===== src/wms_pkg.sv =====
// ----------------------------------------------------------------------------
// wms_pkg
// Shared types and constants for the window median selector.
// ----------------------------------------------------------------------------
package wms_pkg;

   // Largest window: 7 x 7 samples
   localparam int MAX_WINDOW = 49;
   localparam int IDX_W      = $clog2(MAX_WINDOW);   // store address width
   localparam int CNT_W      = $clog2(MAX_WINDOW + 1); // counts up to the window size
   localparam int RAD_W      = 2;
   localparam int SAMPLE_W   = 8;
   localparam int PADDR_W    = 3;
   localparam int PDATA_W    = 32;

   // Register index, taken from paddr[2]
   localparam logic REG_RADIUS_X = 1'b0;
   localparam logic REG_RADIUS_Y = 1'b1;

   localparam logic [RAD_W-1:0]    RADIUS_RESET = RAD_W'(1);
   localparam logic [SAMPLE_W-1:0] NO_MEDIAN    = SAMPLE_W'(255);

   typedef enum logic [2:0] {
      ST_IDLE,
      ST_CAND,
      ST_HOLD,
      ST_SWEEP,
      ST_JUDGE
   } state_type;

   // Window size (2*rx+1)*(2*ry+1)
   function automatic logic [CNT_W-1:0] window_size(input logic [RAD_W-1:0] rx,
                                                    input logic [RAD_W-1:0] ry);
      logic [CNT_W-1:0] wx;
      logic [CNT_W-1:0] wy;
      logic [2*CNT_W-1:0] prod;
      wx   = CNT_W'({rx, 1'b1});
      wy   = CNT_W'({ry, 1'b1});
      prod = wx * wy;
      return prod[CNT_W-1:0];
   endfunction

endpackage


===== src/window_median_select.sv =====
// ----------------------------------------------------------------------------
// window_median_select
// Median of one 2-D window of 8-bit samples, one shared compare unit.
// ----------------------------------------------------------------------------
// Feed the samples of one (2*radius_x+1) x (2*radius_y+1) window in raster
// order, one item per start pulse. Every sample but the last of a window is
// taken while busy stays low. The last sample starts the median search: one
// 8-bit compare unit and one read port of the sample store go through every
// pair of samples, candidate by candidate, while busy stays high. The result
// shows on rsp_median_value for exactly one cycle with rsp_valid high, in the
// cycle busy drops; the receiver cannot stall it, so capture it then. Write
// the radius registers only while no window is in flight; a change between
// the samples of a window keeps the samples already held and takes the new
// size from the next sample on.
// ----------------------------------------------------------------------------
module window_median_select (
   input  logic                            clock,
   input  logic                            reset,
   // item channel
   input  logic                            start,
   output logic                            busy,
   input  logic [wms_pkg::SAMPLE_W-1:0]    req_sample,
   // result channel
   output logic                            rsp_valid,
   output logic [wms_pkg::SAMPLE_W-1:0]    rsp_median_value,
   // register port
   input  logic                            psel,
   input  logic                            penable,
   input  logic                            pwrite,
   input  logic [wms_pkg::PADDR_W-1:0]     paddr,
   input  logic [wms_pkg::PDATA_W-1:0]     pwdata,
   output logic [wms_pkg::PDATA_W-1:0]     prdata,
   output logic                            pready
);

   localparam int IDX_W = wms_pkg::IDX_W;
   localparam int CNT_W = wms_pkg::CNT_W;
   localparam int RAD_W = wms_pkg::RAD_W;
   localparam int SW    = wms_pkg::SAMPLE_W;

   // Sample store
   logic [SW-1:0] store [wms_pkg::MAX_WINDOW];

   wms_pkg::state_type state_ff, state_in;

   logic [RAD_W-1:0] radius_x_ff, radius_y_ff;
   logic [CNT_W-1:0] fill_ff, fill_in;
   logic [CNT_W-1:0] size_ff, size_in;     // window size latched for the search
   logic [CNT_W-1:0] cand_idx_ff, cand_idx_in;
   logic [CNT_W-1:0] scan_idx_ff, scan_idx_in;
   logic [CNT_W-1:0] cnt_ff, cnt_in;
   logic [CNT_W-1:0] best_cnt_ff, best_cnt_in;
   logic [SW-1:0]    cand_ff, cand_in;
   logic [SW-1:0]    best_ff, best_in;
   logic [SW-1:0]    rd_data_ff;
   logic             rsp_valid_ff, rsp_valid_in;
   logic [SW-1:0]    rsp_value_ff, rsp_value_in;

   logic             accept;
   logic [CNT_W-1:0] cur_size;
   logic [CNT_W-1:0] wr_idx;
   logic             last_sample;
   logic             rd_en;
   logic [CNT_W-1:0] rd_idx;
   logic             qualify;
   logic [CNT_W-1:0] half;
   logic             csr_write;

   // ------------------------------------------------------------------------
   // Register port: no wait states, registers picked by paddr[2]
   // ------------------------------------------------------------------------
   assign pready    = 1'b1;
   assign csr_write = psel && penable && pwrite && pready;

   always_ff @(posedge clock) begin
      if (reset) begin
         radius_x_ff <= wms_pkg::RADIUS_RESET;
         radius_y_ff <= wms_pkg::RADIUS_RESET;
      end else if (csr_write) begin
         if (paddr[2] == wms_pkg::REG_RADIUS_X) begin
            radius_x_ff <= pwdata[RAD_W-1:0];
         end else begin
            radius_y_ff <= pwdata[RAD_W-1:0];
         end
      end
   end

   always_comb begin
      prdata = '0;
      if (paddr[2] == wms_pkg::REG_RADIUS_X) begin
         prdata[RAD_W-1:0] = radius_x_ff;
      end else begin
         prdata[RAD_W-1:0] = radius_y_ff;
      end
   end

   // ------------------------------------------------------------------------
   // Fill side
   // ------------------------------------------------------------------------
   assign busy     = (state_ff != wms_pkg::ST_IDLE);
   assign accept   = start && !busy;
   assign cur_size = wms_pkg::window_size(radius_x_ff, radius_y_ff);

   // Saturate the write slot at the last entry of the store
   assign wr_idx = (fill_ff >= CNT_W'(wms_pkg::MAX_WINDOW - 1)) ?
                   CNT_W'(wms_pkg::MAX_WINDOW - 1) : fill_ff;
   assign last_sample = ({1'b0, wr_idx} + (CNT_W+1)'(1)) >= {1'b0, cur_size};

   // Store: one write port, one registered read port
   always_ff @(posedge clock) begin
      if (accept) begin
         store[wr_idx[IDX_W-1:0]] <= req_sample;
      end
      if (rd_en) begin
         rd_data_ff <= store[rd_idx[IDX_W-1:0]];
      end
   end

   // ------------------------------------------------------------------------
   // Search sequencer: for each candidate, sweep the window counting the
   // samples at or below it, then keep the candidate with the smallest count
   // above half the window.
   // ------------------------------------------------------------------------
   assign half    = size_ff >> 1;
   assign qualify = (cnt_ff > half) && (cnt_ff <= best_cnt_ff);

   always_comb begin
      state_in     = state_ff;
      fill_in      = fill_ff;
      size_in      = size_ff;
      cand_idx_in  = cand_idx_ff;
      scan_idx_in  = scan_idx_ff;
      cnt_in       = cnt_ff;
      best_cnt_in  = best_cnt_ff;
      cand_in      = cand_ff;
      best_in      = best_ff;
      rsp_valid_in = 1'b0;
      rsp_value_in = rsp_value_ff;
      rd_en        = 1'b0;
      rd_idx       = cand_idx_ff;

      case (state_ff)
         wms_pkg::ST_IDLE: begin
            if (accept) begin
               if (last_sample) begin
                  // Window complete: clear the fill count and start the search
                  fill_in     = '0;
                  size_in     = cur_size;
                  cand_idx_in = '0;
                  best_cnt_in = cur_size;
                  best_in     = wms_pkg::NO_MEDIAN;
                  state_in    = wms_pkg::ST_CAND;
               end else begin
                  fill_in = fill_ff + CNT_W'(1);
               end
            end
         end

         wms_pkg::ST_CAND: begin
            // Fetch the candidate
            rd_en    = 1'b1;
            rd_idx   = cand_idx_ff;
            state_in = wms_pkg::ST_HOLD;
         end

         wms_pkg::ST_HOLD: begin
            // Hold the candidate, fetch the first sample of the sweep
            cand_in     = rd_data_ff;
            rd_en       = 1'b1;
            rd_idx      = '0;
            scan_idx_in = CNT_W'(1);
            cnt_in      = '0;
            state_in    = wms_pkg::ST_SWEEP;
         end

         wms_pkg::ST_SWEEP: begin
            // rd_data_ff holds the sample fetched in the previous cycle
            if (rd_data_ff <= cand_ff) begin
               cnt_in = cnt_ff + CNT_W'(1);
            end
            if (scan_idx_ff == size_ff) begin
               state_in = wms_pkg::ST_JUDGE;
            end else begin
               rd_en       = 1'b1;
               rd_idx      = scan_idx_ff;
               scan_idx_in = scan_idx_ff + CNT_W'(1);
            end
         end

         wms_pkg::ST_JUDGE: begin
            if (qualify) begin
               best_in     = cand_ff;
               best_cnt_in = cnt_ff;
            end
            if (cand_idx_ff == size_ff - CNT_W'(1)) begin
               // Emit the result for exactly one cycle
               rsp_valid_in = 1'b1;
               rsp_value_in = qualify ? cand_ff : best_ff;
               state_in     = wms_pkg::ST_IDLE;
            end else begin
               cand_idx_in = cand_idx_ff + CNT_W'(1);
               state_in    = wms_pkg::ST_CAND;
            end
         end

         default: begin
            state_in = wms_pkg::ST_IDLE;
         end
      endcase
   end

   // Control state
   always_ff @(posedge clock) begin
      if (reset) begin
         state_ff     <= wms_pkg::ST_IDLE;
         fill_ff      <= '0;
         rsp_valid_ff <= 1'b0;
      end else begin
         state_ff     <= state_in;
         fill_ff      <= fill_in;
         rsp_valid_ff <= rsp_valid_in;
      end
   end

   // Datapath
   always_ff @(posedge clock) begin
      size_ff      <= size_in;
      cand_idx_ff  <= cand_idx_in;
      scan_idx_ff  <= scan_idx_in;
      cnt_ff       <= cnt_in;
      best_cnt_ff  <= best_cnt_in;
      cand_ff      <= cand_in;
      best_ff      <= best_in;
      rsp_value_ff <= rsp_value_in;
   end

   assign rsp_valid        = rsp_valid_ff;
   assign rsp_median_value = rsp_value_ff;

endmodule


===== config.mk =====
export PLATFORM = sky130hd
export DESIGN_NAME = window_median_select
export DESIGN_NICKNAME = d
export VERILOG_FILES = /design/src/wms_pkg.sv /design/src/window_median_select.sv
export SDC_FILE = /design/constraint.sdc
export NUM_CORES = 1
export LEC_CHECK = 0
export ABC_AREA = 1
export BUFFER_PORTS_ARGS = -buffer_cell sky130_fd_sc_hd__buf_4
export CORE_MARGIN = 1
export CORE_UTILIZATION = 56
export CTS_BUF_LIST = sky130_fd_sc_hd__clkbuf_16
export DETAILED_ROUTE_END_ITERATION = 10
export GPL_ROUTABILITY_DRIVEN = 0
export PLACE_DENSITY_LB_ADDON = 0.1
export SYNTH_ARGS = -nofsm -noshare
export SYNTH_HDL_FRONTEND = slang
export SYNTH_SLANG_ARGS = --single-unit

===== constraint.sdc =====
create_clock -name clock -period 3.15 [get_ports clock]
set_input_delay 0.315 -clock clock [delete_from_list [all_inputs] [get_ports clock]]
set_output_delay 0.315 -clock clock [all_outputs]
set_load 0.05 [all_outputs]

Word level (Yosys, flattened, before mapping)
Memory sizes are Yosys's and may differ from the RTL's. A register that Yosys moved wholly into a read port is not among the register bits. Cells that the tools add are included.

$lt $le $gt $ge: 5. $mul: 1. Bitwise operators: 2. Reduce and logical (&&, ||, !) cells: 22. Equality and inequality tests: 13. Add/sub/neg operators: 6. Mux-type cells: 31.

Operators with widths (count): 2-to-1 mux 6 bit (11); case mux 6 bit (2 select lines) (5); adder 6 x 1 -> 6 bit (second input constant) (4); 2-to-1 mux 8 bit (3); case mux 8 bit (2 select lines) (1); case mux 3 bit (5 select lines) (1); != test 2 bit (second input constant) (7); == test 6 bit (2); AND reduction 2 bit (6); 2-to-1 mux 3 bit (3); AND reduction 3 bit (3); less-or-equal comparator 8 bit (1); AND reduction 4 bit (2); adder 6 x 1 -> 7 bit (second input constant) (1); greater-or-equal comparator 7 x 6 -> 1 bit (1); == test 3 x 2 -> 1 bit (second input constant) (2); greater-or-equal comparator 6 bit (second input constant) (1); greater-than comparator 6 x 5 -> 1 bit (1); less-or-equal comparator 6 bit (1); multiplier 3 x 3 -> 6 bit (1); subtractor 6 x 1 -> 6 bit (second input constant) (1); 2-to-1 mux 1 bit (5); logical AND 1 bit (4); nonzero test 2 bit (2); other kinds (9) (11).

Input port bits: 49. Bits in registers: 68. Memories: 1. Bits in writable memories: 392. Word-level logic and storage cells: 94.

Memory list: store (words 49, width 8, read ports 1, clocked after Yosys merged registers in 1, write ports 1, line window_median_select.sv:42) `logic [SW-1:0] store [wms_pkg::MAX_WINDOW];`.

Depth between registers and ports, before layout
Gate-level depths: netlist of the first run.

Depth after elaboration: 7. Depth in mapped cells: 18. Mapped depth without buffers: 17.

Worst setup path after synthesis of the first run
No wires, ideal clock.

Kind: flip-flop to flip-flop. Start point: register radius_x_ff[0]. End point: register best_cnt_ff[0] (enable). Data required time: 2.773 ns. Cell stages (with the launch flop): 15. Setup slack: -0.064 ns. Arrival time: 2.837 ns. Buffers on the path: 0. Cell sequence: dfxtp_1 ha_1 fa_1 nand2_1 fa_1 xnor2_1 inv_1 ha_1 a21o_1 a21oi_1 nand2_1 inv_1 nor2_1 inv_1 o21ai_0.

Word-level cells in the longest chain between the ends: 4.

Ends and longest elaborated chain: start: declaration (line window_median_select.sv:46) `logic [RAD_W-1:0] radius_x_ff, radius_y_ff;`; start signal: assignment (line window_median_select.sv:77) `radius_x_ff <= wms_pkg::RADIUS_RESET;`; start signal: assignment (line window_median_select.sv:81) `radius_x_ff <= pwdata[RAD_W-1:0];`; multiplier 3 x 3 -> 6 bit (line wms_pkg.sv:39) `prod = wx * wy;`; via cur_size[4] (line window_median_select.sv:60) `logic [CNT_W-1:0] cur_size;`; greater-or-equal comparator 7 x 6 -> 1 bit (line window_median_select.sv:107) `assign last_sample = ({1'b0, wr_idx} + (CNT_W+1)'(1)) >= {1'b0, cur_size};`; != test 2 bit (no line); AND reduction 4 bit (no line); end signal: assignment (line window_median_select.sv:231) `best_cnt_ff <= best_cnt_in;`; end: declaration (line window_median_select.sv:52) `logic [CNT_W-1:0] best_cnt_ff, best_cnt_in;`.

The timed path passes the listed nets, and every way through them passes these cells. A chain may end at the register's enable or synchronous reset.

Worst setup path after layout of the first run
Start point: register radius_x_ff[0]. End point: register best_ff[6] (enable).

Word-level cells in the longest chain between the ends: 4.

Ends and longest elaborated chain: multiplier 3 x 3 -> 6 bit (line wms_pkg.sv:39); via cur_size[4] (line window_median_select.sv:60); greater-or-equal comparator 7 x 6 -> 1 bit (line window_median_select.sv:107); != test 2 bit (no line); AND reduction 3 bit (no line); end signal: assignment (line window_median_select.sv:233) `best_ff <= best_in;`; end: declaration (line window_median_select.sv:54) `logic [SW-1:0] best_ff, best_in;`.

The timed path passes the listed nets, and every way through them passes these cells.

==> results.toml, run 1 <==
[worst_setup_path]
critical_path_class = "reg2reg"
crit_path_start_kind = "register"
worstReg2RegStart = "radius_x_ff[0]"
r2r_setup_slack_ns = 0.13
crit_required_ns = 3.45
rr_worst_depth = 15
crit_path_end_kind = "register"
cp_max_fo = 8
timing.rr.end = "best_ff[6]"
setup.worst_path.start = "radius_x_ff[0]"
cp-endpoint = "best_ff[6]"
cp.arrival_ns = 3.32

[die]
io_pins = 92
start_util_pct = 57.17
fp.dieH_um = 198.3
die_w_um = 198.3
fp.coreArea_um2 = 37760
dieArea_um2 = 39330
rows = 71

[final_layout]
final_nets = 2248
nFillCells = 3032
layoutNonFillerInstCount = 2713
multi_input_area_um2 = 5834
area_delta_synth_final_pct = 11.99
diodes = 0
drive_above_1_share_pct = 9.083
seq_area_um2 = 13890

[clocking]
cts_tree = "built"
clkLatencyLatePin_ns = 0.59
clock-sinks = 467
numCtsBuffers = 48
htreeDepth = 2
cts_buffer_depth = 3
cts.root.buffer_cell = "clkbuf_16"
path_clk_slew_ns = 0.06

[sta]
holdWs_ns = 0.08081
skew_ns = 0.01499
relSlewSlack_pct = 22.85
worst_slew_pin_slew_ns = 1.150
max_freq_mhz = 331.0
rsz0062_at_grt = "true"
setup_slack_ns = 0.1289
setup_tns_ns = 0
hold_viol = 0
min_period_ns = 3.021
fin_crit_sh_pct = 95.91
setup_viol = 0
report.final.slew_viol_count = 0

[worst_hold_path]
hp-class = "in2reg"

[detailed_routing]
vias_per_cell = 5.353
drtPass1Iterations = 5
drcViolationCount = 0
wl_per_cell_um = 18.44
dr_total_vias = 14520
routed_wl_um = 50020
initialDrtViolationCount = 1248
ant_nets = 0

[power_and_ir_drop]
p_clk_share_pct = 25.8
power_density_nw_per_um2 = 889.7
pwr-share-seq_pct = 34.4
p_int_w = 0.01300
ir_drop_v = 0.001010
switching_power_w = 0.008507
power_frac_comb_pct = 39.7
power_w = 0.02150
leakage_nw = 10.11
p_sw_share_pct = 39.56

[global_routing]
first_global_vias = 13530
grt-ovfl-total = 0
grt_pass1_wl_um = 77400
grt_max_degree = 97
grt_usage_pct = 26.24
antenna_found_initial = 0

[yosys]
avgSynthCellArea_um2 = 10.28
netlist_area_um2 = 21580
synth-seq-cells = 467
syn_inst = 2100
synth_cell_type_count = 40
synth_seq_area_share_pct = 64.32
synth_warnings = 0

[outcome]
outcome = "complete, no violations"

[placed_design]
dp_hpwl_um = 30460
port_buffers = 28
dp_slack_ns = -0.1620
dp.cells = 2618

[job]
maxCapViolCount = 0
kinds of logic after synthesis:
group           synth area share [%]
other cells                  0.03480
compound gates                 2.516
buf+inv                        9.473
fa+ha+maj                      2.157
simple gates                   21.21
xor+xnor                      0.2841
flops                          64.32
layer usage:
metal	GRT usage (%)	wire length, um	share of wire, %	vias up
met5	0	0	0	-
met4	9.532	1502	3.0	0
met3	3.407	3344	6.7	80
met2	41.51	23460	47	537
met1	37.32	21710	43	6842
li1	-	-	-	7065
worst min-delay path by stage:
stage / start / endpoint / slack (ns) / cells after the start
finish: paddr[2] / radius_x_ff[0] / 0.08 / 4
global placement: rd_data_ff[2] / cand_ff[2] / 0.44 / 0
CTS: paddr[2] / radius_x_ff[0] / 0.06 / 4
global route: paddr[2] / radius_x_ff[0] / 0.09 / 4
detailed placement: rd_data_ff[3] / cand_ff[3] / 0.44 / 0
floorplan: reset / fill_ff[1] / 0.38 / 1
cells in the final DEF (no fill, tap or decap), drive strengths merged, types with 27 or more instances in the layout:
| cell type | n |
|---|---|
| clkbuf | 50 |
| nor2 | 118 |
| buf | 101 |
| nand2 | 445 |
| nand3 | 393 |
| inv | 373 |
| conb | 31 |
| nand3b | 48 |
| ha | 34 |
| o21ai | 27 |
| edfxtp | 453 |
registers in the layout, summed over array words and instances, names as in the netlist:
register / cells
best_cnt_ff: 6
best_ff: 8
cand_ff: 8
cand_idx_ff: 6
cnt_ff: 6
fill_ff: 6
radius_x_ff: 2
radius_y_ff: 2
rd_data_ff: 8
rsp_median_value: 8
rsp_valid: 1
scan_idx_ff: 6
size_ff: 5
state_ff: 3
store: 392
cell usage after synthesis (all sizes together):
master,number,area (um^2)
o211ai,25,187.7
nor2,118,445.4
nand3,393,1977
a21oi,23,115.1
nor3b,1,7.510
o21bai,2,18.77
fa,2,40.04
conb,2,7.510
nor4,1,6.260
o21ai,27,142.6
a21o,4,30.03
nand3b,48,360.4
o22ai,2,18.77
nand4,3,18.77
buf,91,581.8
edfxtp,453,13600
a31oi,1,6.260
xnor2,3,26.28
clkbuf,30,112.6
inv,359,1350
xor2,4,35.03
o21a,2,15.01
nor3,12,60.06
ha,34,425.4
nand2,445,1703
a2111oi,1,8.760
dfxtp,14,280.3
critical path: stages (launching register included):
cell,delay [ns]
dfxtp_2,0.33
ha_4,0.16
fa_1,0.49
nand2_2,0.07
fa_2,0.35
xnor2_2,0.17
inv_2,0.07
ha_4,0.21
a21o_1,0.15
a21oi_1,0.11
nand2_1,0.11
nor2_1,0.10
inv_1,0.06
nand3_2,0.08
buf_6,0.10
clkinvlp_4,0.17
stage by stage:
| step | instance area (um^2) | util (%) |
|---|---|---|
| finish | 24170 | 64.02 |
| global route | 24170 | 64.02 |
| CTS | 24120 | 63.87 |
| detailed placement | 22500 | 59.59 |
| global placement | 22500 | 59.59 |
| floorplan | 21690 | - |
what timing repair did:
item / 4_1_cts / 5_1_grt
hold endpoints to repair: 9 / 0
pin swaps: 5 / 4
hold buffers: 3 / 0
cloned: 0 / 1
setup buffers: 0 / 2
gates resized for setup: 8 / 13
endpoints found under the setup margin: 21 / 33
power groups by stage:
stage / combinational (W) / clock [W] / sequential [W]
finish: 0.00855 / 0.00555 / 0.00740
global route: 0.00941 / 0.00587 / 0.00743
CTS: 0.00843 / 0.00565 / 0.00740
detailed placement: 0.00837 / 0 / 0.00753
global placement: 0.00826 / 0 / 0.00752
floorplan: 0.00583 / 0 / 0.00747
area by class of cell:
type / instances / area share, %
clock buffer: 50 / 5.176
clock inverter: 39 / 1.237
inverter: 359 / 5.637
multi-input combinational: 1182 / 24.14
sequential: 467 / 57.45
tap: 511 / 2.645
timing repair buffer: 104 / 3.691
timing repair inverter: 1 / 0.03106
No activity file was read; power rests on OpenSTA's default activity.
==> inputs of run 2 (changes only) <==
Settings changed: CORE_UTILIZATION 56 to 60.
Clock period 3.15 ns to 3.35 ns, I/O delays scaled along.
==> results.toml, run 2 (synthesis results as in run 1) <==
[outcome]
outcome = "complete, no violations"

[die]
fp.dieH_um = 191.7
die_w_um = 191.7
fp.coreArea_um2 = 35480
dieArea_um2 = 36730
start_util_pct = 60.83
rows = 69
io_pins = 92

[final_layout]
layout_common_cells = "edfxtp_1 (453), nand2_1 (436), nand3_1 (391)"
area_delta_synth_final_pct = 9.901
largest_reg_flops = 392
diodes = 0
drive_above_1_share_pct = 7.173
final_nets = 2214
layout.cells.most_common = "edfxtp_1"

[power_and_ir_drop]
power_density_nw_per_um2 = 833.0
ir_drop_v = 0.0008522
leakage_nw = 9.901
p_int_w = 0.01193
switching_power_w = 0.007830
p_clk_share_pct = 25.2
power_frac_comb_pct = 39.6
pwr-share-seq_pct = 35.2
p_sw_share_pct = 39.62

[worst_setup_path]
critical_path_class = "reg2reg"
timing.rr.end = "cand_idx_ff[4]"
crit_required_ns = 3.60
setup.worst_path.start = "radius_x_ff[0]"
crit_path_start_kind = "register"
worstReg2RegStart = "radius_x_ff[0]"
cp-endpoint = "cand_idx_ff[4]"
crit_chain = "ha_1 -> fa_1 -> nand2_1 -> fa_2 -> xnor2_2 -> inv_2 -> ha_4 -> a21o_1 -> a21oi_1 -> nand2_1 -> nor2_1 -> inv_1 -> nand3_1 -> nor2_2"
cp_max_fo = 6
cp_slowest_cell = "fa_1"
crit_path_end_kind = "register"
rr_worst_depth = 14
cp_slowest_stage_delay_ns = 0.49
cp.arrival_ns = 3.45
cpMostUsedCell = "nand2_1"
r2r_setup_slack_ns = 0.15

[sta]
setup_slack_ns = 0.1519
skew_ns = 0.01041
worst_slew_pin_slew_ns = 0.8903
min_period_ns = 3.198
fin_crit_sh_pct = 95.46
report.final.slew_viol_count = 0
rsz0062_at_grt = "true"
hold_viol = 0
setup_tns_ns = 0
setup_viol = 0
max_freq_mhz = 312.7
relSlewSlack_pct = 40.58
holdWs_ns = 0.1118

[clocking]
path_clk_slew_ns = 0.06
clkLatencyLatePin_ns = 0.58
clock-sinks = 467
post_cts_buffers = 0
cts_tree = "built"
cts.root.buffer_cell = "clkbuf_16"
numCtsBuffers = 47
cts_buffer_depth = 3
htreeDepth = 2

[detailed_routing]
wl_per_cell_um = 18.20
drtPass1Iterations = 5
dr_total_vias = 14350
ant_nets = 0
routed_wl_um = 47720
vias_per_cell = 5.471
initialDrtViolationCount = 1341
drcViolationCount = 0

[global_routing]
grt_pass1_wl_um = 74510
antenna_found_initial = 0
grt-ovfl-total = 0
grt_max_degree = 97
first_global_vias = 13580
grt_usage_pct = 26.90

[placed_design]
dp_hpwl_um = 28860
dp_slack_ns = -0.01021
port_buffers = 28

[worst_hold_path]
hp-class = "in2reg"

[job]
maxCapViolCount = 0
## run 2: cell count changes in the layout (fill, tap and decap cells not counted), moves of 2 or more
cell        previous run  this run
buf_4                 92        60
clkinvlp_4             3         0
bufinv_16              5         3
clkinv_1              13        10
dfxtp_2                2         0
inv_2                  5         7
clkinv_2               3         5
nand2_2                8         6
nand3_2                3         1
dfxtp_1               12        14
nand2_1              434       436
inv_4                  3         1
## run 2: critical path: cells and delay by family (launching register included)
kind	cells	cell delay, ns
compound gates	2	0.15
xor+xnor	1	0.21
fa+ha+maj	4	1.37
buf+inv	2	0.14
flops	1	0.32
simple gates	5	0.67
## run 2: cell type report
class / instances / area, um^2
sequential: 467 / 13880
fill: 2700 / 11760
multi-input combinational: 1182 / 5811
inverter: 359 / 1350
clock buffer: 49 / 1226
timing repair buffer: 72 / 651.9
tap: 461 / 576.8
clock inverter: 32 / 221.5
## run 2: what timing repair did
action,4_1_cts,5_1_grt
cloned,0,0
hold buffers,3,0
gates resized for setup,1,6
hold endpoints to repair,9,0
pin swaps,0,3
endpoints found under the setup margin,6,25
## run 2: worst min-delay path by stage
| stage | startpoint | end | slack, ns | depth (start not counted) |
|---|---|---|---|---|
| after global placement | rd_data_ff[0] | cand_ff[0] | 0.44 | 0 |
| after global routing | paddr[2] | radius_x_ff[0] | 0.14 | 4 |
| after detailed placement | rd_data_ff[3] | cand_ff[3] | 0.44 | 0 |
| final | paddr[2] | radius_x_ff[0] | 0.11 | 4 |
| after CTS | paddr[2] | radius_x_ff[0] | 0.08 | 4 |
| after floorplan | reset | fill_ff[1] | 0.40 | 1 |
## run 2: power groups by stage
stage / clock network (W) / logic, W / registers (W)
CTS: 0.00502 / 0.00777 / 0.00695
detailed placement: 0 / 0.00772 / 0.00707
floorplan: 0 / 0.00548 / 0.00702
finish: 0.00498 / 0.00783 / 0.00696
global placement: 0 / 0.00757 / 0.00706
global route: 0.00526 / 0.00866 / 0.00698
## run 2: routing by layer
layer	vias up	global-route usage (%)	wire [um]
met5	-	0	0
met4	0	10.01	1537
met3	90	4.568	3377
met2	484	44.07	22890
met1	6783	36.09	19920
li1	6988	-	-
## run 2: metrics by stage
step | std cells | power, W | instance area (um^2) | utilization, %
4_1_cts | 2622 | 0.01975 | 23690 | 66.75
3_3_place_gp | 2538 | 0.01463 | 22210 | 62.58
5_1_grt | 2622 | 0.02090 | 23720 | 66.85
3_5_place_dp | 2538 | 0.01480 | 22210 | 62.58
2_1_floorplan | 2129 | 0.01250 | 21690 | -
6_report | 2622 | 0.01976 | 23720 | 66.85
